===== src/rtl/core/cbpb_pkg.sv =====
`timescale 1ns / 1ps
package cbpb_pkg;

  // operation group, op bits 7..6
  typedef enum logic [1:0] {
    GRP_SHIFT = 2'd0,
    GRP_BIT   = 2'd1,
    GRP_RES   = 2'd2,
    GRP_SET   = 2'd3
  } grp_e;

  // rotate/shift/swap selector, op bits 5..3 in the shift group
  typedef enum logic [2:0] {
    SH_RLC  = 3'd0,
    SH_RRC  = 3'd1,
    SH_RL   = 3'd2,
    SH_RR   = 3'd3,
    SH_SLA  = 3'd4,
    SH_SRA  = 3'd5,
    SH_SWAP = 3'd6,
    SH_SRL  = 3'd7
  } shift_e;

  // register file slots, order B,C,D,E,H,L,F,A
  localparam logic [2:0] REG_H    = 3'd4;
  localparam logic [2:0] REG_L    = 3'd5;
  localparam logic [2:0] REG_F    = 3'd6;
  localparam logic [2:0] OPND_MEM = 3'd6;
  localparam int unsigned NUM_REGS = 8;

  // flag bit positions inside F
  localparam int unsigned FLAG_Z = 7;
  localparam int unsigned FLAG_N = 6;
  localparam int unsigned FLAG_H = 5;
  localparam int unsigned FLAG_C = 4;

  localparam logic [4:0] CYC_REG     = 5'd8;
  localparam logic [4:0] CYC_BIT_MEM = 5'd12;
  localparam logic [4:0] CYC_MEM     = 5'd16;

  // reset contents, slot 7 (A) leftmost down to slot 0 (B)
  localparam logic [NUM_REGS-1:0][7:0] RF_RESET = {
    8'h01, 8'hB0, 8'h4D, 8'h01, 8'hD8, 8'h00, 8'h13, 8'h00
  };

  typedef struct packed {
    logic [7:0] op;
    logic [7:0] mem_value;
  } cbpb_in_t;

  typedef struct packed {
    logic [7:0]  result_value;
    logic [3:0]  flags_out;
    logic        mem_write;
    logic [15:0] mem_address;
    logic [4:0]  cycle_count;
  } cbpb_out_t;

  // classified instruction as it travels from front to back
  typedef struct packed {
    grp_e       grp;
    logic [2:0] sel;
    logic [2:0] code;
    logic       is_mem;
    logic       mem_wr;
    logic [4:0] cycles;
    logic [7:0] mem_value;
  } cbpb_dec_t;

endpackage


===== src/rtl/core/cbpb_front.sv =====
`timescale 1ns / 1ps
module cbpb_front import cbpb_pkg::*; (
  input  cbpb_in_t  item_i,
  output cbpb_dec_t dec_o
);

  logic is_mem;
  logic is_bit;

  assign is_mem = (item_i.op[2:0] == OPND_MEM);
  assign is_bit = (grp_e'(item_i.op[7:6]) == GRP_BIT);

  always_comb begin
    dec_o.grp       = grp_e'(item_i.op[7:6]);
    dec_o.sel       = item_i.op[5:3];
    dec_o.code      = item_i.op[2:0];
    dec_o.is_mem    = is_mem;
    dec_o.mem_wr    = is_mem && !is_bit;
    dec_o.mem_value = item_i.mem_value;
    if (!is_mem) begin
      dec_o.cycles = CYC_REG;
    end else if (is_bit) begin
      dec_o.cycles = CYC_BIT_MEM;
    end else begin
      dec_o.cycles = CYC_MEM;
    end
  end

endmodule


===== src/rtl/core/cbpb_queue.sv =====
`timescale 1ns / 1ps
module cbpb_queue import cbpb_pkg::*; #(
  parameter int unsigned DEPTH = 2
) (
  input  logic      clk_i,
  input  logic      rst_ni,
  input  logic      push_valid_i,
  output logic      push_ready_o,
  input  cbpb_dec_t push_data_i,
  output logic      pop_valid_o,
  input  logic      pop_ready_i,
  output cbpb_dec_t pop_data_o
);

  localparam int unsigned PW = $clog2(DEPTH);
  localparam int unsigned CW = $clog2(DEPTH + 1);

  cbpb_dec_t       entry_q [DEPTH];
  logic [PW-1:0]   wr_ptr_q, wr_ptr_d;
  logic [PW-1:0]   rd_ptr_q, rd_ptr_d;
  logic [CW-1:0]   cnt_q, cnt_d;
  logic            push, pop;

  assign push_ready_o = (cnt_q != CW'(DEPTH));
  assign pop_valid_o  = (cnt_q != '0);
  assign pop_data_o   = entry_q[rd_ptr_q];
  assign push = push_valid_i && push_ready_o;
  assign pop  = pop_ready_i && pop_valid_o;

  always_comb begin
    wr_ptr_d = wr_ptr_q;
    rd_ptr_d = rd_ptr_q;
    cnt_d    = cnt_q;
    if (push) begin
      wr_ptr_d = (wr_ptr_q == PW'(DEPTH - 1)) ? '0 : wr_ptr_q + 1'b1;
    end
    if (pop) begin
      rd_ptr_d = (rd_ptr_q == PW'(DEPTH - 1)) ? '0 : rd_ptr_q + 1'b1;
    end
    if (push && !pop) begin
      cnt_d = cnt_q + 1'b1;
    end else if (pop && !push) begin
      cnt_d = cnt_q - 1'b1;
    end
  end

  always_ff @(posedge clk_i or negedge rst_ni) begin
    if (!rst_ni) begin
      wr_ptr_q <= '0;
      rd_ptr_q <= '0;
      cnt_q    <= '0;
    end else begin
      wr_ptr_q <= wr_ptr_d;
      rd_ptr_q <= rd_ptr_d;
      cnt_q    <= cnt_d;
    end
  end

  // payload slots carry no reset
  always_ff @(posedge clk_i) begin
    if (push) begin
      entry_q[wr_ptr_q] <= push_data_i;
    end
  end

endmodule


===== src/rtl/core/cbpb_back.sv =====
`timescale 1ns / 1ps
module cbpb_back import cbpb_pkg::*; (
  input  logic      clk_i,
  input  logic      rst_ni,
  input  logic      dec_valid_i,
  output logic      dec_ready_o,
  input  cbpb_dec_t dec_i,
  output logic      out_valid_o,
  input  logic      out_ready_i,
  output cbpb_out_t out_data_o
);

  logic [7:0] rf_q [NUM_REGS];
  logic       out_valid_q;
  cbpb_out_t  out_q, out_d;
  logic       take;
  logic [7:0] opnd, f_cur, f_new, res, sh_res;
  logic       sh_cout, carry_in, tested;

  assign dec_ready_o = !out_valid_q || out_ready_i;
  assign take        = dec_valid_i && dec_ready_o;
  assign out_valid_o = out_valid_q;
  assign out_data_o  = out_q;

  assign opnd     = dec_i.is_mem ? dec_i.mem_value : rf_q[dec_i.code];
  assign f_cur    = rf_q[REG_F];
  assign carry_in = f_cur[FLAG_C];
  assign tested   = opnd[dec_i.sel];

  // rotate / shift / swap
  always_comb begin
    sh_res  = opnd;
    sh_cout = 1'b0;
    case (shift_e'(dec_i.sel))
      SH_RLC:  begin sh_res = {opnd[6:0], opnd[7]};   sh_cout = opnd[7]; end
      SH_RRC:  begin sh_res = {opnd[0], opnd[7:1]};   sh_cout = opnd[0]; end
      SH_RL:   begin sh_res = {opnd[6:0], carry_in};  sh_cout = opnd[7]; end
      SH_RR:   begin sh_res = {carry_in, opnd[7:1]};  sh_cout = opnd[0]; end
      SH_SLA:  begin sh_res = {opnd[6:0], 1'b0};      sh_cout = opnd[7]; end
      SH_SRA:  begin sh_res = {opnd[7], opnd[7:1]};   sh_cout = opnd[0]; end
      SH_SWAP: begin sh_res = {opnd[3:0], opnd[7:4]}; sh_cout = 1'b0;    end
      SH_SRL:  begin sh_res = {1'b0, opnd[7:1]};      sh_cout = opnd[0]; end
      default: begin sh_res = opnd;                   sh_cout = 1'b0;    end
    endcase
  end

  always_comb begin
    res   = opnd;
    f_new = {f_cur[7:4], 4'b0000};
    case (dec_i.grp)
      GRP_SHIFT: begin
        res   = sh_res;
        f_new = {(sh_res == 8'h00), 1'b0, 1'b0, sh_cout, 4'b0000};
      end
      GRP_BIT: begin
        f_new = {!tested, 1'b0, 1'b1, carry_in, 4'b0000};
      end
      GRP_RES: begin
        res = opnd & ~(8'h01 << dec_i.sel);
      end
      GRP_SET: begin
        res = opnd | (8'h01 << dec_i.sel);
      end
      default: begin
        res = opnd;
      end
    endcase
  end

  always_comb begin
    out_d.result_value = res;
    out_d.flags_out    = f_new[7:4];
    out_d.mem_write    = dec_i.mem_wr;
    out_d.mem_address  = dec_i.is_mem ? {rf_q[REG_H], rf_q[REG_L]} : 16'h0000;
    out_d.cycle_count  = dec_i.cycles;
  end

  always_ff @(posedge clk_i or negedge rst_ni) begin
    if (!rst_ni) begin
      out_valid_q <= 1'b0;
      for (int i = 0; i < NUM_REGS; i++) begin
        rf_q[i] <= RF_RESET[i];
      end
    end else begin
      if (take) begin
        out_valid_q <= 1'b1;
      end else if (out_ready_i) begin
        out_valid_q <= 1'b0;
      end
      if (take) begin
        rf_q[REG_F] <= f_new;
        // memory operand never writes its result to the file, BIT never writes back
        if (!dec_i.is_mem && dec_i.grp != GRP_BIT) begin
          rf_q[dec_i.code] <= res;
        end
      end
    end
  end

  always_ff @(posedge clk_i) begin
    if (take) begin
      out_q <= out_d;
    end
  end

endmodule


===== src/rtl/core/cb_prefix_bit_shift_unit.sv =====
`timescale 1ns / 1ps
// executes one cb-prefixed instruction byte per item against an internal
// B,C,D,E,H,L,F,A register file (reset to 00 13 00 D8 01 4D B0 01).
// one item is accepted per cycle while the queue has room, and its result
// appears once it has passed the decode queue and then the execute stage
// that reads and updates the register file and fills the output register.
// the sustained rate is one item per cycle while the output side keeps up;
// the queue of QUEUE_DEPTH entries absorbs output stalls so the input side
// keeps taking items until full.
// memory-operand instructions (operand code 6) use mem_value and report a
// write to H:L unless the operation is BIT; cycle_count reports the
// architectural timing (8, 12 or 16), not the latency of this block.
module cb_prefix_bit_shift_unit import cbpb_pkg::*; #(
  parameter int unsigned QUEUE_DEPTH = 2
) (
  input  logic      clk_i,
  input  logic      rst_ni,
  input  logic      in_valid_i,
  output logic      in_ready_o,
  input  cbpb_in_t  in_data_i,
  output logic      out_valid_o,
  input  logic      out_ready_i,
  output cbpb_out_t out_data_o
);

  // classified item on its way into the queue
  cbpb_dec_t front_dec;
  // head of the queue toward the execute stage
  cbpb_dec_t q_dec;
  logic      q_valid;
  logic      q_ready;

  // front: pure decode of group, selector, operand and timing
  cbpb_front u_front (
    .item_i (in_data_i),
    .dec_o  (front_dec)
  );

  // short queue decoupling acceptance from execution
  cbpb_queue #(
    .DEPTH (QUEUE_DEPTH)
  ) u_queue (
    .clk_i        (clk_i),
    .rst_ni       (rst_ni),
    .push_valid_i (in_valid_i),
    .push_ready_o (in_ready_o),
    .push_data_i  (front_dec),
    .pop_valid_o  (q_valid),
    .pop_ready_i  (q_ready),
    .pop_data_o   (q_dec)
  );

  // back: register file, alu and output register
  cbpb_back u_back (
    .clk_i       (clk_i),
    .rst_ni      (rst_ni),
    .dec_valid_i (q_valid),
    .dec_ready_o (q_ready),
    .dec_i       (q_dec),
    .out_valid_o (out_valid_o),
    .out_ready_i (out_ready_i),
    .out_data_o  (out_data_o)
  );

endmodule


===== config.mk =====
export PLATFORM = sky130hd
export DESIGN_NAME = cb_prefix_bit_shift_unit
export DESIGN_NICKNAME = d
export VERILOG_FILES = /design/src/rtl/core/cbpb_pkg.sv /design/src/rtl/core/cbpb_front.sv /design/src/rtl/core/cbpb_queue.sv /design/src/rtl/core/cbpb_back.sv /design/src/rtl/core/cb_prefix_bit_shift_unit.sv
export SDC_FILE = /design/constraint.sdc
export NUM_CORES = 1
export LEC_CHECK = 0
export ABC_AREA = 0
export ABC_CLOCK_PERIOD_IN_PS = 2800
export BUFFER_PORTS_ARGS = -buffer_cell sky130_fd_sc_hd__buf_2
export CAP_MARGIN = 10
export CORE_MARGIN = 1
export CORE_UTILIZATION = 54
export DETAILED_ROUTE_END_ITERATION = 16
export PLACE_DENSITY = 0.76
export SYNTH_ARGS = -nofsm -noshare
export SYNTH_HDL_FRONTEND = slang
export SYNTH_SLANG_ARGS = --single-unit

===== constraint.sdc =====
create_clock -name clk_i -period 2.8 [get_ports clk_i]
set_clock_uncertainty 0.15 [all_clocks]
set_input_delay 0.14 -clock clk_i [delete_from_list [all_inputs] [get_ports clk_i]]
set_output_delay 0.14 -clock clk_i [all_outputs]
set_load 0.03 [all_outputs]

==> results of run 1 <==
-- worst max-delay path by stage --
| stage | startpoint | end |
|---|---|---|
| 6_report | u_queue.rd_ptr_q | u_back.f_cur[7] |
| 5_1_grt | u_queue.rd_ptr_q | u_back.out_data_o[25] |
| 2_1_floorplan | u_queue.rd_ptr_q | u_back.f_cur[7] |
| 3_5_place_dp | u_queue.rd_ptr_q | u_back.rf_q[21] |
| 4_1_cts | u_queue.entry_q[0][15] | u_back.rf_q[29] |
| 3_3_place_gp | u_queue.rd_ptr_q | u_back.rf_q[45] |
-- flip-flops by register name, summed over array words and instances, names as in the netlist --
register,cells
u_back.rf_q,56
u_queue.entry_q,40
u_back.f_cur,8
u_back.out_data_o,31
u_queue.rd_ptr_q,1
u_queue.cnt_q,2
u_queue.wr_ptr_q,1
u_back.out_valid_o,1
-- per-layer routing --
metal	wire, um	vias up	global-route usage
li1	-	2626	-
met1	8410	2895	0.427
met2	10700	375	0.578
met3	1730	85	0.0810
met4	837	0	0.150
met5	0	-	0
-- stage by stage --
step / cells / setup slack (ns) / TNS [ns] / hold WS [ns]
finish: 976 / -0.294 / -12.76 / 0.179
global route: 976 / -0.341 / -17.85 / 0.240
CTS: 963 / -0.221 / -8.51 / 0.176
detailed placement: 894 / -0.494 / -16.17 / 0.0925
global placement: 894 / -0.421 / -13.95 / 0.0905
floorplan: 576 / 0.110 / 0 / -0.306
-- timing repair --
item | 4_1_cts | 5_1_grt
cloned | 5 | 1
setup endpoints to repair | 72 | 74
resized for setup | 54 | 65
hold endpoints to repair | 56 | 0
pin swaps | 15 | 27
hold buffers | 19 | 0
setup buffers | 13 | 12
-- Yosys cell counts, types with 4 or more instances --
master,number,share of area
nand2_1,75,0.041
edfxtp_1,71,0.31
dfrtp_1,53,0.20
mux2_2,51,0.085
nor2_1,34,0.019
o21ai_0,27,0.020
a21oi_1,19,0.014
and2_1,18,0.017
mux2i_1,17,0.025
dfstp_2,16,0.062
inv_1,16,0.0089
nand3_1,13,0.0096
clkbuf_1,11,0.0061
a31oi_1,9,0.0083
nand2b_1,8,0.0074
buf_2,7,0.0052
nor3_1,7,0.0052
o211ai_1,7,0.0077
o22ai_1,7,0.0065
a32oi_1,6,0.0077
buf_4,5,0.0055
o2111ai_1,5,0.0065
a22o_1,4,0.0052
nand4_1,4,0.0037
nor4_1,4,0.0037
o221ai_1,4,0.0052
-- kinds of logic (layout without fill, tap and decap cells) --
logic type               count (synthesis)  after routing  synth area share
flip-flops                             140            140             0.572
buffers and inverters                   42            269            0.0306
AND/OR/NAND/NOR                        179            179             0.125
adder cells (fa/ha/maj)                  1              1           0.00184
other                                    1              2          0.000553
AO/OA/AOI/OAI                          135            139             0.145
XOR/XNOR                                 5              5           0.00646
multiplexers                            72             73             0.118
-- layout make-up --
class                           count  area (um2)  area share
Timing Repair Buffer              221        1740       0.179
Multi-Input combinational cell    399        3210       0.330
Clock inverter                     15         194      0.0200
Tap cell                          168         210      0.0216
Sequential cell                   140        3880       0.399
Inverter                           16        60.1     0.00618
Clock buffer                       17         425      0.0438
-- power by group --
part / switching (mW) / internal [mW]
combinational: 4.47 / 3.52
sequential: 0.484 / 3.16
clock: 0.907 / 1.49
-- worst max-delay path: cells and delay by family, from the launching register on --
kind,cells,cell delay (ns)
AO/OA/AOI/OAI,5,1.32
buffers and inverters,1,0.16
flip-flops,1,0.49
multiplexers,2,0.63
AND/OR/NAND/NOR,2,0.24
==> summary.md, run 1 <==
| Metric | Value |
|---|---|
| Most frequent cells in the layout | buf_4 (125), nand2_1 (72), edfxtp_1 (71) |
| DP HPWL | 13700 um |
| Reg-to-Reg Start | u_queue.rd_ptr_q |
| First-pass detailed-route iteration total | 6 |
| Via density | 6.13 |
| Clk slew on worst S/H paths | 0.06 ns |
| Maximum Capacitance Violations | 0 |
| Initial antenna violation count | 0 |
| GRT Overall Usage | 0.344 |
| CTS tree | built |
| ANT nets after route | 0 |
| Row count | 40 |
| RSZ-0062 raised after global routing | true |
| Vias | roughly 6000 |
| Largest net degree at the start of global routing | 41 |
| Fillcell total | 701 |
| Area Overhead vs Synth | 43.2% |
| Post-DP Area | 8100 um2 |
| TritonCTS buffer count | 17 |
| WL/cell | ~22 um |
| Ports | 56 |
| Drc violations | 0 |
| Slowest library cell on the worst path | dfrtp_2 |
| Nets | between 800 and 900 |
| Final core occ | 0.802 |
| Period utilisation layout | 1.10 |
| Critical Path AT | between 3 and 4 ns |
| Failing checks | negative setup slack |
| DRT Wirelength | 21700 um |
| Max-slew violations | 0 |
| CP endpoint kind | register |
| Worst Hold Class | input pin to asynchronous set/reset pin |
| Max incr delay on CP | 0.49 ns |
| FF+latch count, synth | between 100 and 150 |
| Global-route wire length before repair | 32800 um |
| Critical Path, Cell by Cell | buf_6, mux2_4, mux2_4, a221o_1, a22oi_4, nand3_1, o22ai_2, nand3_1, o22a_1, o221ai_1 |
| EDFF count, synth | slightly above 70 |
| Die Y | ~110 um |
| Final min period | just over 3 ns |
| CTS Sinks | between 100 and 150 |
| Rel. slew slack | 0.466 |
| Tot Pwr | around 14 mW |
| Status | finished, violations left |
| Worst-Skew Late Latency | 0.43 ns |
| GPL Wtd Cong | 0.919 |
| Clock Tree Root | clkbuf_16 |
| Pwr dens | 1440 nW/um2 |
| IO Port Bufs | 53 |
| Die X | between 100 and 150 um |
| Worst setup SP type | register |
| Post-Syn Area | 6790 um2 |
| Number of global-route vias before repair | 5990 |
| Count of final setup violators | 74 |
| WS Path Type | register to register |
| Primary FF master, synth | edfxtp_1 |
| Mean Syn Cell Area | roughly 12 um2 |
| Post-Synthesis Cells | ~580 |
| Clock Tree Buf Depth | 2 |
| Global route overflow | 0 |
| Pleak | 4.11 nW |
| Diodes inserted | 0 |
| Post-route cell area | 9720 um2 |
| Fmax | 0.323 GHz |
| H-tree level count | 4 |
| Synth cell types | slightly above 70 |
| First DRT Iteration DRCs | 628 |
| Reg2reg setup slack | -0.29 ns |
| Most common cell after layout, fill and taps aside | buf_4 |
| Maximum vdd drop | 837 uV |
| Core Region | around 12000 um2 |
| Async SR Flop Fraction | 0.493 |
| Final worst slack | -0.294 ns |
| Critical Path Fanout Max | 7 |
| Post-synthesis sequential area ratio | 0.572 |
| WP data required | 2.99 ns |
| FF-to-FF path depth | 10 |
| Worst r2r dst | u_back.f_cur[7] |
| Starting density of the core | 0.560 |
| DIE AREA | 13000 um2 |
| Synth warn | 0 |
| Hold Fails Final Rpt | 0 |
| Layout cells sized above 1 | 0.464 |
| Worst Tran Pin Value | 0.800 ns |
Power figures use the tool's default switching activity.
==> run 2, diff against run 1 <==
--- a/config.mk
+++ b/config.mk
@@ -6,13 +6,13 @@
 export NUM_CORES = 1
 export LEC_CHECK = 0
 export ABC_AREA = 0
-export ABC_CLOCK_PERIOD_IN_PS = 2800
+export ABC_CLOCK_PERIOD_IN_PS = 2600
 export BUFFER_PORTS_ARGS = -buffer_cell sky130_fd_sc_hd__buf_2
 export CAP_MARGIN = 10
-export CORE_MARGIN = 1
+export CORE_MARGIN = 3
 export CORE_UTILIZATION = 54
 export DETAILED_ROUTE_END_ITERATION = 16
-export PLACE_DENSITY = 0.76
+export PLACE_DENSITY = 0.74
 export SYNTH_ARGS = -nofsm -noshare
 export SYNTH_HDL_FRONTEND = slang
 export SYNTH_SLANG_ARGS = --single-unit
==> constraint.sdc (replaced) <==
create_clock -name clk_i -period 2.6 [get_ports clk_i]
set_clock_uncertainty 0.15 [all_clocks]
set_input_delay 0.13 -clock clk_i [delete_from_list [all_inputs] [get_ports clk_i]]
set_output_delay 0.13 -clock clk_i [all_outputs]
set_load 0.03 [all_outputs]
==> run 2 against run 1 <==
  * The flow still finishes with violations (negative setup slack)
  * Fmax fell by 0.15%
  * Critical endpoint is now u_back.rf_q[28]
  * Worst setup slack got worse by 0.20 ns
  * Clock-buffer cell count rose by 3
==> summary.md, run 2 (synthesis gave the netlist of run 1 again) <==
| Metric | Value |
|---|---|
| Layout cells sized above 1 | 0.510 |
| Pwr dens | 1570 nW/um2 |
| Clk slew on worst S/H paths | 0.06 ns |
| Row count | 40 |
| Largest net degree at the start of global routing | 41 |
| WS Path Type | register to register |
| Number of global-route vias before repair | 6375 |
| CTS Sinks | 140 |
| WL/cell | around 25 um |
| Vias | 6472 |
| Maximum vdd drop | 970 uV |
| Worst setup SP type | register |
| Final core occ | 0.846 |
| Global route overflow | 0 |
| First-pass detailed-route iteration total | 6 |
| First DRT Iteration DRCs | 772 |
| Ports | 56 |
| Layout Cells excl Fill | 1011 |
| Register area | 3880 um2 |
| Max-slew violations | 0 |
| CP endpoint kind | register |
| Core Region | 12200 um2 |
| Hold Fails Final Rpt | 0 |
| Die Y | 118 um |
| Top reg by flops | u_back.rf_q |
| Via density | 6.40 |
| Most frequent cells in the layout | buf_4 (139), nand2_1 (72), edfxtp_1 (71) |
| H-tree level count | 4 |
| Reg2reg setup slack | -0.50 ns |
| Seq pwr share | 0.244 |
| Multi-input logic area | around 3400 um2 |
| Clock Tree Buf Depth | 2 |
| WP data required | 2.76 ns |
| Worst Hold Slack | 0.157 ns |
| Most common cell after layout, fill and taps aside | buf_4 |
| Placed cell count | 915 |
| Nets | 850 |
| Final worst slack | -0.498 ns |
| Worst Hold Class | input pin to asynchronous set/reset pin |
| Critical Path AT | roughly 3.3 ns |
| Largest register FFs | 56 |
| Int Pwr | 9.19 mW |
| Failing checks | negative setup slack |
| Final min period | 3.10 ns |
| Count of final setup violators | 74 |
| GRT Overall Usage | 0.331 |
| DIE AREA | around 14000 um2 |
| ANT nets after route | 0 |
| Status | finished, violations left |
| Pleak | 4.36 nW |
| DP HPWL | roughly 14000 um |
| Maximum Capacitance Violations | 0 |
| Clock group share of total power | 0.141 |
| Fillcell total | 583 |
| Post-route cell area | ~10000 um2 |
| TritonCTS buffer count | 17 |
| IO Port Bufs | 53 |
| Clock Tree Root | clkbuf_16 |
| Initial antenna violation count | 1 |
| Worst Tran Pin Value | 0.737 ns |
| RSZ-0062 raised after global routing | true |
| Critical Path Fanout Max | 6 |
| GPL Wtd Cong | 1.02 |
| Drc violations | 0 |
| CTS tree | built |
| Worst-Skew Late Latency | ~0.43 ns |
| DRT Wirelength | 24800 um |
| Post-route setup TNS | -31.14 ns |
| Post-DP Area | 8310 um2 |
| Fmax | between 0.3 and 0.4 GHz |
| NetSw | 7.01 mW |
| Rel. slew slack | 0.509 |
| Switching Fraction | 0.433 |
| Die X | approximately 120 um |
| Starting density of the core | 0.558 |
| Global-route wire length before repair | 35400 um |
| Area Overhead vs Synth | 51.6% |
| Logic pwr share | 0.615 |
| Period utilisation layout | 1.19 |
-- run 2: area by class of cell --
cell class / count / share of cell area
Clock buffer: 20 / 0.0454
Sequential cell: 140 / 0.377
Multi-Input combinational cell: 398 / 0.333
Timing Repair Buffer: 256 / 0.209
Tap cell: 168 / 0.0204
Inverter: 16 / 0.00584
Antenna cell: 1 / 0.000243
Clock inverter: 12 / 0.00827
-- run 2: path summary, 6_finish.rpt --
kind	startpoint	end	cells past startpoint
worst max-delay path	u_queue.rd_ptr_q	u_back.rf_q[28]	13
worst min-delay path	rst_ni	u_queue.cnt_q[1]	2
worst max register to register	u_queue.rd_ptr_q	u_back.rf_q[28]	13
worst min register to register	u_queue.wr_ptr_q	u_queue.wr_ptr_q	1
max in group asynchronous	rst_ni	u_back.rf_q[19]	3
min in group clk_i	in_data_i[3]	u_queue.entry_q[0][3]	2
-- run 2: layer usage --
metal	part of all wire	global-route usage
met1	0.35	0.404
met2	0.47	0.546
met3	0.099	0.0783
met4	0.075	0.174
met5	0	0
-- run 2: power groups by stage --
| stage | combinational, mW | clock, mW | sequential (mW) |
|---|---|---|---|
| global placement | 6.71 | 0 | 3.83 |
| finish | 9.96 | 2.28 | 3.96 |
| CTS | 8.48 | 2.28 | 3.88 |
| floorplan | 3.30 | 0 | 4.21 |
| global route | 10.3 | 2.39 | 4.01 |
| detailed placement | 6.80 | 0 | 3.87 |
-- run 2: worst max-delay path, stage by stage (launching register included) --
cell and delay [ns]:
dfrtp_2 0.48, buf_6 0.16, buf_6 0.13, buf_6 0.11, o32ai_4 0.26, buf_6 0.16, a22oi_2 0.10, o211ai_2 0.31
buf_6 0.18, nand2_8 0.05, a222oi_1 0.30, buf_4 0.21, o21ai_4 0.10, mux2_2 0.27
-- run 2: through the flow --
step           setup WS (ns)  power, mW
5_1_grt               -0.593       16.7
2_1_floorplan        -0.0461       7.51
4_1_cts               -0.370       14.6
3_3_place_gp          -0.472       10.5
6_report              -0.498       16.2
3_5_place_dp          -0.505       10.7
-- run 2: timing repair --
item / in CTS / in global routing
hold buffers: 19 / 0
endpoints found under the hold margin: 61 / 0
endpoints found under the setup margin: 74 / 74
gates cloned: 5 / 1
buffers inserted: 22 / 20
pin swaps: 27 / 24
resized for setup: 108 / 72
==> run 3, diff against run 2 <==
--- a/config.mk
+++ b/config.mk
@@ -9,9 +9,10 @@
 export ABC_CLOCK_PERIOD_IN_PS = 2600
 export BUFFER_PORTS_ARGS = -buffer_cell sky130_fd_sc_hd__buf_2
 export CAP_MARGIN = 10
-export CORE_MARGIN = 3
+export CORE_MARGIN = 10
 export CORE_UTILIZATION = 54
 export DETAILED_ROUTE_END_ITERATION = 16
+export MAX_ROUTING_LAYER = met4
 export PLACE_DENSITY = 0.74
 export SYNTH_ARGS = -nofsm -noshare
 export SYNTH_HDL_FRONTEND = slang
==> run 3 against run 2 <==
  * The run still ends with negative setup slack left
  * Non-clock buffer count unchanged
  * Critical endpoint is now u_back.rf_q[45]
  * Global-route usage fell by 6.0 points
  * Via count rose by 2.5%
  * Combinational power is 4% higher
  * Die area is 25% higher
  * Sequential cell count stayed put
  * Cell area is essentially flat
  * Sequential share of layout area is essentially flat
  * Wire length increased by 11%
  * Worst setup slack got worse by 0.25 ns
==> summary.md, run 3 (synthesis gave the netlist of run 1 again) <==
| Metric | Value |
|---|---|
| Status | finished, violations left |
| Failing checks | negative setup slack |
| WL/cell | 27.2 um |
| Max-slew violations | 0 |
| Hold Fails Final Rpt | 0 |
| Global-route wire length before repair | 35700 um |
| Worst Tran Pin Value | around 0.73 ns |
| Post-route setup TNS | -39.70 ns |
| Critical path's top delay family | compound AO/OA/AOI/OAI gates |
| Diodes inserted | 0 |
| Maximum Capacitance Violations | 0 |
| Tot Pwr | 16.6 mW |
| Slowest library cell on the worst path | a21oi_1 |
| Worst r2r dst | u_back.rf_q[45] |
| First-pass detailed-route iteration total | 7 |
| IO Port Bufs | 53 |
| Row count | 40 |
| Placed cell count | 915 |
| Vias | ~6600 |
| DP HPWL | 15500 um |
| Count of final setup violators | 74 |
| Largest register FFs | 56 |
| Clk slew on worst S/H paths | 0.06 ns |
| WS Path Type | register to register |
| Crit-path most repeated cell | buf_6 |
| CTS Sinks | 140 |
| H-tree level count | 4 |
| Via density | 6.57 |
| DIE AREA | 17400 um2 |
| Die X | 132 um |
| Die Y | around 130 um |
| Clock Tree Buf Depth | 2 |
| Post-DP Area | 8360 um2 |
| Critical Path AT | 3.51 ns |
| GPL Wtd Cong | 0.965 |
| TritonCTS buffer count | 17 |
| Worst setup startpoint | u_queue.rd_ptr_q |
| Global route overflow | 0 |
| Core Region | between 10000 and 15000 um2 |
| Clock Tree Root | clkbuf_16 |
| Nets | 849 |
| Top reg by flops | u_back.rf_q |
| Post-route cell area | 10300 um2 |
| Reg-to-Reg Start | u_queue.rd_ptr_q |
| Period utilisation layout | 1.29 |
| Largest net degree at the start of global routing | 41 |
| Final core occ | 0.847 |
| Drc violations | 0 |
| Maximum vdd drop | 1130 uV |
| Worst Hold Slack | 0.151 ns |
| Register area | 3880 um2 |
| Number of global-route vias before repair | 6331 |
| ANT nets after route | 0 |
| Fillcell total | 574 |
| RSZ-0062 raised after global routing | true |
| First DRT Iteration DRCs | 794 |
| Critical Path Fanout Max | 6 |
| Final worst slack | -0.752 ns |
| CTS tree | built |
| Most common cell after layout, fill and taps aside | buf_4 |
| Fmax | 0.298 GHz |
| GRT Overall Usage | 0.270 |
| Area Overhead vs Synth | 51.8% |
| Most frequent cells in the layout | buf_4 (138), edfxtp_1 (71), nand2_1 (65) |
| Critical Path, Cell by Cell | buf_6, buf_6, mux2i_4, buf_6, buf_6, nand4_1, o2111ai_1, o211ai_1, buf_4, a21oi_1, o21ai_2, mux2_2 |
| DRT Wirelength | 27400 um |
| Pwr dens | 1610 nW/um2 |
| Setup WS pre-CTS | -0.719 ns |
| Final min period | approximately 3.4 ns |
| Layout cells sized above 1 | 0.507 |
| Worst-Skew Late Latency | 0.43 ns |
| Multi-input logic area | 3410 um2 |
| WP buf/inv | 5 |
| FF-to-FF path depth | 12 |
| Max incr delay on CP | 0.47 ns |
| Starting density of the core | 0.558 |
| CP endpoint | u_back.rf_q[45] |
| Initial antenna violation count | 0 |
| CP endpoint kind | register |
| Worst Hold Class | input pin to asynchronous set/reset pin |
| Rel. slew slack | 0.515 |
| Worst setup SP type | register |
| Ports | 56 |
| Reg2reg setup slack | -0.75 ns |
| Pleak | 4.37 nW |
| Layout Cells excl Fill | 1009 |
| CP Depth | 12 |
| WP data required | around 2.8 ns |
run 3: worst min path at each step:
stage	start	endpoint	slack, ns	cells after the start
after floorplan	rst_ni	u_back.f_cur[0]	-0.32	0
after global placement	rst_ni	u_queue.wr_ptr_q	0.05	1
after detailed placement	rst_ni	u_queue.wr_ptr_q	0.06	1
after CTS	rst_ni	u_queue.wr_ptr_q	0.16	2
after global routing	rst_ni	u_queue.wr_ptr_q	0.20	2
final	rst_ni	u_queue.wr_ptr_q	0.15	2
run 3: cell type report:
class                           count  share of cell area
Inverter                           16             0.00583
Multi-Input combinational cell    397               0.332
Sequential cell                   140               0.377
Clock inverter                     13             0.00923
Tap cell                          168              0.0204
Timing Repair Buffer              256               0.214
Clock buffer                       19              0.0420
run 3: power breakdown:
part           internal, mW  switching (mW)  total [mW]
combinational          4.67            5.70        10.4
clock                  1.23           0.998        2.22
sequential             3.41           0.596        4.01
run 3: per-layer routing:
layer	track usage	up-vias	wire (um)
met5	-	-	0
met4	0.121	0	1770
met2	0.454	542	13200
li1	-	2682	-
met1	0.305	3233	9790
met3	0.0564	177	2670
run 3: worst register-to-register path, delay by kind of cell (launching register included):
kind	cells	cell delay [ns]
AO/OA/AOI/OAI	4	1.04
AND/OR/NAND/NOR	1	0.21
buffers and inverters	5	0.78
flip-flops	1	0.42
multiplexers	2	0.64
run 3: timing repair:
action,4_1_cts,5_1_grt
pin swaps,8,31
gates cloned,3,6
hold buffers,19,0
endpoints found under the setup margin,74,74
hold endpoints to repair,61,0
gates resized for setup,48,125
setup buffers,18,20
